File: src/hw/rtl/message_frame_segmenter_defines.svh
// ----------------------------------------------------------------------------
// Message frame segmenter assertion macros
// Concurrent assertion wrappers shared by the segmenter RTL files.
// ----------------------------------------------------------------------------
`ifndef MESSAGE_FRAME_SEGMENTER_DEFINES_SVH
`define MESSAGE_FRAME_SEGMENTER_DEFINES_SVH

`ifndef ASSERT_OFF
// Checked on every clock edge outside of reset.
`define MSFS_ASSERT(label, prop, msg) \
  label: assert property (@(posedge clk) disable iff (rst) (prop)) else $error(msg);
// Checked on every clock edge, reset included.
`define MSFS_ASSERT_ALWAYS(label, prop, msg) \
  label: assert property (@(posedge clk) (prop)) else $error(msg);
`else
`define MSFS_ASSERT(label, prop, msg)
`define MSFS_ASSERT_ALWAYS(label, prop, msg)
`endif

`endif

File: src/hw/rtl/msfs_pkg.sv
// ----------------------------------------------------------------------------
// Message frame segmenter package
// Field widths, operation codes, the queue entry type and helper functions.
// ----------------------------------------------------------------------------
package msfs_pkg;

  // Field widths.
  localparam int KIND_W  = 4;
  localparam int TAG_W   = 4;
  localparam int DATA_W  = 64;
  localparam int DEST_W  = 8;
  localparam int KEEP_W  = 8;
  localparam int ID_W    = 8;
  localparam int CFG_W   = 14;
  localparam int COUNT_W = 16;
  localparam int SEQ_W   = 16;
  localparam int POP_W   = 4;

  // Message kinds and header constants.
  localparam logic [KIND_W-1:0] KIND_ENVELOPE = 4'd0;
  localparam logic [KIND_W-1:0] KIND_DATA     = 4'd1;
  localparam logic [7:0]        HDR_TYPE_DATA = 8'd2;
  localparam logic [KEEP_W-1:0] HDR_KEEP      = 8'hff;
  localparam logic [COUNT_W-1:0] FIRST_COUNT  = 16'd8;
  localparam logic [CFG_W-1:0]  MAX_FRAME_RESET = 14'd1480;

  // Command queue geometry.
  localparam int QUEUE_AW    = 2;
  localparam int QUEUE_DEPTH = 1 << QUEUE_AW;
  localparam int QUEUE_CW    = QUEUE_AW + 1;

  // What the back end emits for one queued transaction.
  typedef enum logic [1:0] {
    OP_BEAT     = 2'b00,  // the beat alone
    OP_HDR_BEAT = 2'b01,  // a header, then the beat
    OP_BEAT_HDR = 2'b10   // the beat closing a frame, then a header
  } op_t;

  typedef struct packed {
    op_t                op;
    logic [DATA_W-1:0]  beat_data;
    logic [DEST_W-1:0]  beat_dest;
    logic [KEEP_W-1:0]  beat_keep;
    logic               beat_last;
    logic [SEQ_W-1:0]   hdr_seq;
    logic [DEST_W-1:0]  hdr_dest;
    logic [ID_W-1:0]    hdr_id;
    logic [TAG_W-1:0]   hdr_tag;
  } cmd_t;

  typedef struct packed {
    logic full;
    logic empty;
  } queue_status_t;

  // Number of set bits in a keep mask.
  function automatic logic [POP_W-1:0] popcount8(input logic [KEEP_W-1:0] v);
    logic [POP_W-1:0] n;
    n = '0;
    for (int i = 0; i < KEEP_W; i++) begin
      n = n + POP_W'(v[i]);
    end
    return n;
  endfunction

  // Header beat layout.
  function automatic logic [DATA_W-1:0] header_word(input logic [SEQ_W-1:0] seq,
                                                    input logic [DEST_W-1:0] dest,
                                                    input logic [ID_W-1:0] id,
                                                    input logic [TAG_W-1:0] tag);
    return {4'b0, tag, 8'b0, seq, HDR_TYPE_DATA, id, 8'b0, dest};
  endfunction

endpackage

File: src/hw/rtl/msfs_queue.sv
// ----------------------------------------------------------------------------
// Segmenter command queue
// Small first-in first-out buffer of commands between front and back end.
// ----------------------------------------------------------------------------
`include "message_frame_segmenter_defines.svh"

module msfs_queue
  import msfs_pkg::*;
(
  input  logic          clk,
  input  logic          rst,
  input  logic          push,
  input  cmd_t          push_cmd,
  input  logic          pop,
  output cmd_t          head,
  output queue_status_t status
);

  cmd_t                entries [QUEUE_DEPTH];
  logic [QUEUE_AW-1:0] wr_ptr;
  logic [QUEUE_AW-1:0] rd_ptr;
  logic [QUEUE_CW-1:0] count;

  assign status.full  = count == QUEUE_CW'(QUEUE_DEPTH);
  assign status.empty = count == '0;
  assign head         = entries[rd_ptr];

  // Entry storage.
  always_ff @(posedge clk) begin
    if (push) begin
      entries[wr_ptr] <= push_cmd;
    end
  end

  // Pointers and occupancy.
  always_ff @(posedge clk) begin
    if (rst) begin
      wr_ptr <= '0;
      rd_ptr <= '0;
      count  <= '0;
    end else begin
      if (push) begin
        wr_ptr <= wr_ptr + QUEUE_AW'(1);
      end
      if (pop) begin
        rd_ptr <= rd_ptr + QUEUE_AW'(1);
      end
      if (push && !pop) begin
        count <= count + QUEUE_CW'(1);
      end else if (pop && !push) begin
        count <= count - QUEUE_CW'(1);
      end
    end
  end

  // Occupancy checks.
  `MSFS_ASSERT(a_no_overflow, push |-> !status.full, "push into a full queue")
  `MSFS_ASSERT(a_no_underflow, pop |-> !status.empty, "pop from an empty queue")

endmodule

File: config.mk
export PLATFORM = sky130hd
export DESIGN_NAME = msfs_queue
export DESIGN_NICKNAME = d
export VERILOG_FILES = /design/src/hw/rtl/msfs_pkg.sv /design/src/hw/rtl/msfs_queue.sv
export VERILOG_INCLUDE_DIRS = /design/src /design/src/hw/rtl
export SDC_FILE = /design/constraint.sdc
export NUM_CORES = 1
export LEC_CHECK = 0
export BUFFER_PORTS_ARGS = -buffer_cell sky130_fd_sc_hd__buf_4
export CAP_MARGIN = 0
export CORE_MARGIN = 5
export CORE_UTILIZATION = 46
export CTS_CLUSTER_SIZE = 28
export DETAILED_ROUTE_END_ITERATION = 7
export HOLD_SLACK_MARGIN = 0.03
export PLACE_DENSITY = 0.69
export SETUP_SLACK_MARGIN = 0.4
export SLEW_MARGIN = 20
export SYNTH_ARGS = -nofsm -noshare
export SYNTH_HDL_FRONTEND = slang
export SYNTH_SLANG_ARGS = --single-unit
File: constraint.sdc
create_clock -name clk -period 3.9 [get_ports clk]
set_input_delay 0.78 -clock clk [delete_from_list [all_inputs] [get_ports clk]]
set_output_delay 0.78 -clock clk [all_outputs]
set_load 0.005 [all_outputs]
* After elaboration in Yosys (flattened, before gate mapping) *
Memories as Yosys holds them, arrays and structs flattened. A register that Yosys moved wholly into a read port is not among the register bits.
Cells that the tools add are included.

cells by class
  add/subtract/negate cells = 4
  equal/unequal tests = 1
  reductions and logical operators = 6
  muxes and demuxes = 6

operator list
  operator               number
  $mux W3                2
  $add A2 B1 Y2 const B  2
  $mux W2                2
  $add A3 B1 Y3 const B  1
  $eq A3 B3 Y1 const B   1
  $logic_not A3 Y1       1
  $sub A3 B1 Y3 const B  1
  $logic_and A1 B1 Y1    2
  $logic_not A1 Y1       2
  $mux W1                2
  $reduce_bool A2 Y1     1

storage, ports and cells
  register bits = 7
  bits in writable memories = 476
  memories = 1

memory list
  memory   depth  bits a word  read ports  clocked after memory_dff  wr ports  line              text
  entries  4      119          1           1                         1         msfs_queue.sv:19  cmd_t entries [QUEUE_DEPTH];

* Longest topological paths before layout *
  word-level depth = 4
  mapped depth = 7

* Worst setup path after synthesis *
No wires, ideal clock.

  path type = input port to flip-flop
  start = in push
  end = mem entries[0][0] (netlist bit), enable pin
  path buffers = 0
  slack = -0.104 ns
  stages on the path = 1
  data arrival time = 3.512 ns
  setup time = 0.492 ns
  cell sequence = and2_1

on the way
  cells in the longest elaborated chain, start to end = 2

RTL lines
  element                        line              text
  start, declared                msfs_queue.sv:12  input logic push,
  $mux W1                        msfs_queue.sv:30  if (push) begin
  $mux W1 (not written as such)  msfs_queue.sv:31  entries[wr_ptr] <= push_cmd;
  end, declared                  msfs_queue.sv:19

No other way between the ends.

==> results.cfg <==
[run_status]
status = completed

[clocking]
cts.sinks = 485
clk-insertion-delay-late_ns = 0.56
cts_buffer_depth = 3
clkTransAtPathRegs_ns = 0.06
cts_made_buffers = 49
root_buffer = clkbuf_16
holdBufCountCts = 0
ctsResizeCount = 0
post_cts_buffers = 0
cts_tree = built
h-tree-depth = 2

[worst_setup_path]
cp.required_ns = 3.12
path_cells = buf_12 -> mux4_2 -> buf_4
r2r_slack_ns = 2.00
crit_fanout = 44
r2r-start = wr_ptr[0]
critPathKind = reg2out
cp.arrival_ns = 2.32
cp_slowest_cell = dfxtp_4
cp_top_family = flip-flops
max_stage_delay_ns = 0.84
crit_end = head[104]
path_buf_inv = 2
crit_cells = 3
endpoint_kind = output port
reg2reg_to = entries[3][61]
ff2ff_path_depth = 3
cp-start-kind = register

[final_layout]
final_area_sq_um = 21700
layout.cells.most_common_list = edfxtp_1 (476), buf_4 (248), mux4_2 (119)
syn2layout_area_growth_pct = 22.6
nets = 1078
layout-drive-gt1-share = 0.458
nFillCells = 2774
num_antenna_cells = 0
final_common_cell = edfxtp_1

[global_routing]
grt_pass1_vias = 8396
use_met1 = 0.206
grt_busiest_layer = met2
overflow = 0
grt_pass1_wl_um = 50600
grt_max_degree = 45
grt_use_met3 = 0.0458
track_usage = 0.158
antenna_found_initial = 1
use_met2 = 0.259

[logic_synthesis]
yosys.area.top_type = edfxtp_1
synth_seq_area_share = 0.818
ys_warn_count = 0
synth.area.top_cells = edfxtp_1 (81%), mux4_2 (15%), buf_12 (1.1%)
synth_flop_cell = edfxtp_1
synth_top_area_frac = 0.808
synth_seq_cells = 485
synth.distinct_cells = 21
syn-num-nets = 794
synth_edf_count = 476
ys_async_sr_fraction = 0
syn-instance-count = 665
syn-cell-area_sq_um = 17700
avgSynthCellArea_sq_um = 26.6

[timing]
grt_setup_unrepaired = no
finalMaxSlewViolations = 0
worst_pin_slew_ns = 0.787
skew_ns = 0.00729
setup_viol = 0
worst_slack_ns = 0.798
finalSetupTns_ns = 0
timing.slew.headroom = 0.475
timing.final.crit_share = 0.795
timing.final.crit_period_ns = 3.10
fmax_ghz = 0.322
hold_viol_final = 0

[placement]
finalWeightedCongestion = 0.713
io_buffers = 243
hpwl_um = 20600
pre_cts_ws_ns = 1.30
dpl_cell_area_sq_um = 20200

[power]
power_density_nw_per_um2 = 540
p_leak_nw = 7.27
peakVddDrop_v = 0.000378

[detailed_routing]
wire_per_inst_um = 22.4
drt-initial-drc-count = 433
vias_per_cell = 5.20
routed_wl_um = 33400
antenna_left = 0
drc_errors = 0
vias = 7769
first_pass_iters = 4

[hold_path]
holdCritPathClass = in2reg

[floorplan]
rows = 71
start_util = 0.468
die-height_um = 206
fp.dieW_um = 206
core_area_sq_um = 37800
die_area_sq_um = 42500
ios = 244

[flow_run]
maxCapViolations = 0
==> cells by family after synthesis <==
| kind of cell | share of synthesized area |
|---|---|
| buffers and inverters | 0.0179 |
| AND/OR/NAND/NOR | 0.00417 |
| XOR/XNOR | 0.00247 |
| adder cells (fa/ha/maj) | 0.00467 |
| flip-flops | 0.818 |
| multiplexers | 0.153 |
| AO/OA/AOI/OAI | 0.000565 |
==> cells in the mapped netlist (3+ instances only) <==
master / count
dfxtp_1: 9
xor2_1: 3
and2_1: 4
buf_6: 3
ha_1: 5
nor2_1: 7
buf_2: 12
buf_12: 10
mux4_2: 119
edfxtp_1: 476
inv_1: 4
==> worst reg2reg max path, cell delays in order, from the launching register on <==
cell     delay (ns)
dfxtp_1        0.40
ha_1           0.17
and2_4         0.55
buf_4          0.46
==> registers in the layout (all words and copies together) (netlist names), named ones only <==
name and cells:
wr_ptr 2, entries 476, rd_ptr 2, count 3
==> area by class of cell <==
class,instances,area [sq um],share of cell area
inverters,4,15.0,0.000692
flip-flops and latches,485,14500,0.667
well taps,511,639,0.0295
clock buffers,56,1250,0.0577
repair buffers,260,2100,0.0969
clock inverters,29,292,0.0134
multi-input cells,149,2920,0.135
==> metrics by stage <==
stage / total power, mW / hold WS (ns) / utilization / std cells
floorplan: 6.75 / 0.466 / - / 665
global placement: 7.35 / 0.485 / 0.533 / 1409
detailed placement: 7.37 / 0.490 / 0.533 / 1409
CTS: 11.9 / 0.376 / 0.573 / 1494
global route: 12.2 / 0.390 / 0.573 / 1494
finish: 11.7 / 0.422 / 0.573 / 1494
==> per-layer routing <==
metal,vias up,routed length (um)
met3,64,2450
met5,-,13
met1,4032,13400
met2,227,16600
met4,2,929
li1,3444,-
==> worst min-delay path by stage <==
stage                          to  slack, ns  depth (start not counted)        start
floorplan                count[2]       0.47                          2     count[2]
global placement         count[2]       0.48                          2     count[2]
detailed placement       count[2]       0.49                          2     count[2]
CTS                 entries[3][0]       0.38                          1  push_cmd[0]
global route        entries[3][9]       0.39                          1  push_cmd[9]
finish              entries[3][0]       0.42                          1  push_cmd[0]
==> power breakdown <==
group          internal, mW  total [mW]  switching (mW)
clock                  2.68        4.50            1.81
combinational         0.638        1.15           0.512
sequential             5.99        6.07          0.0856
(Power assumes the default switching activity.)
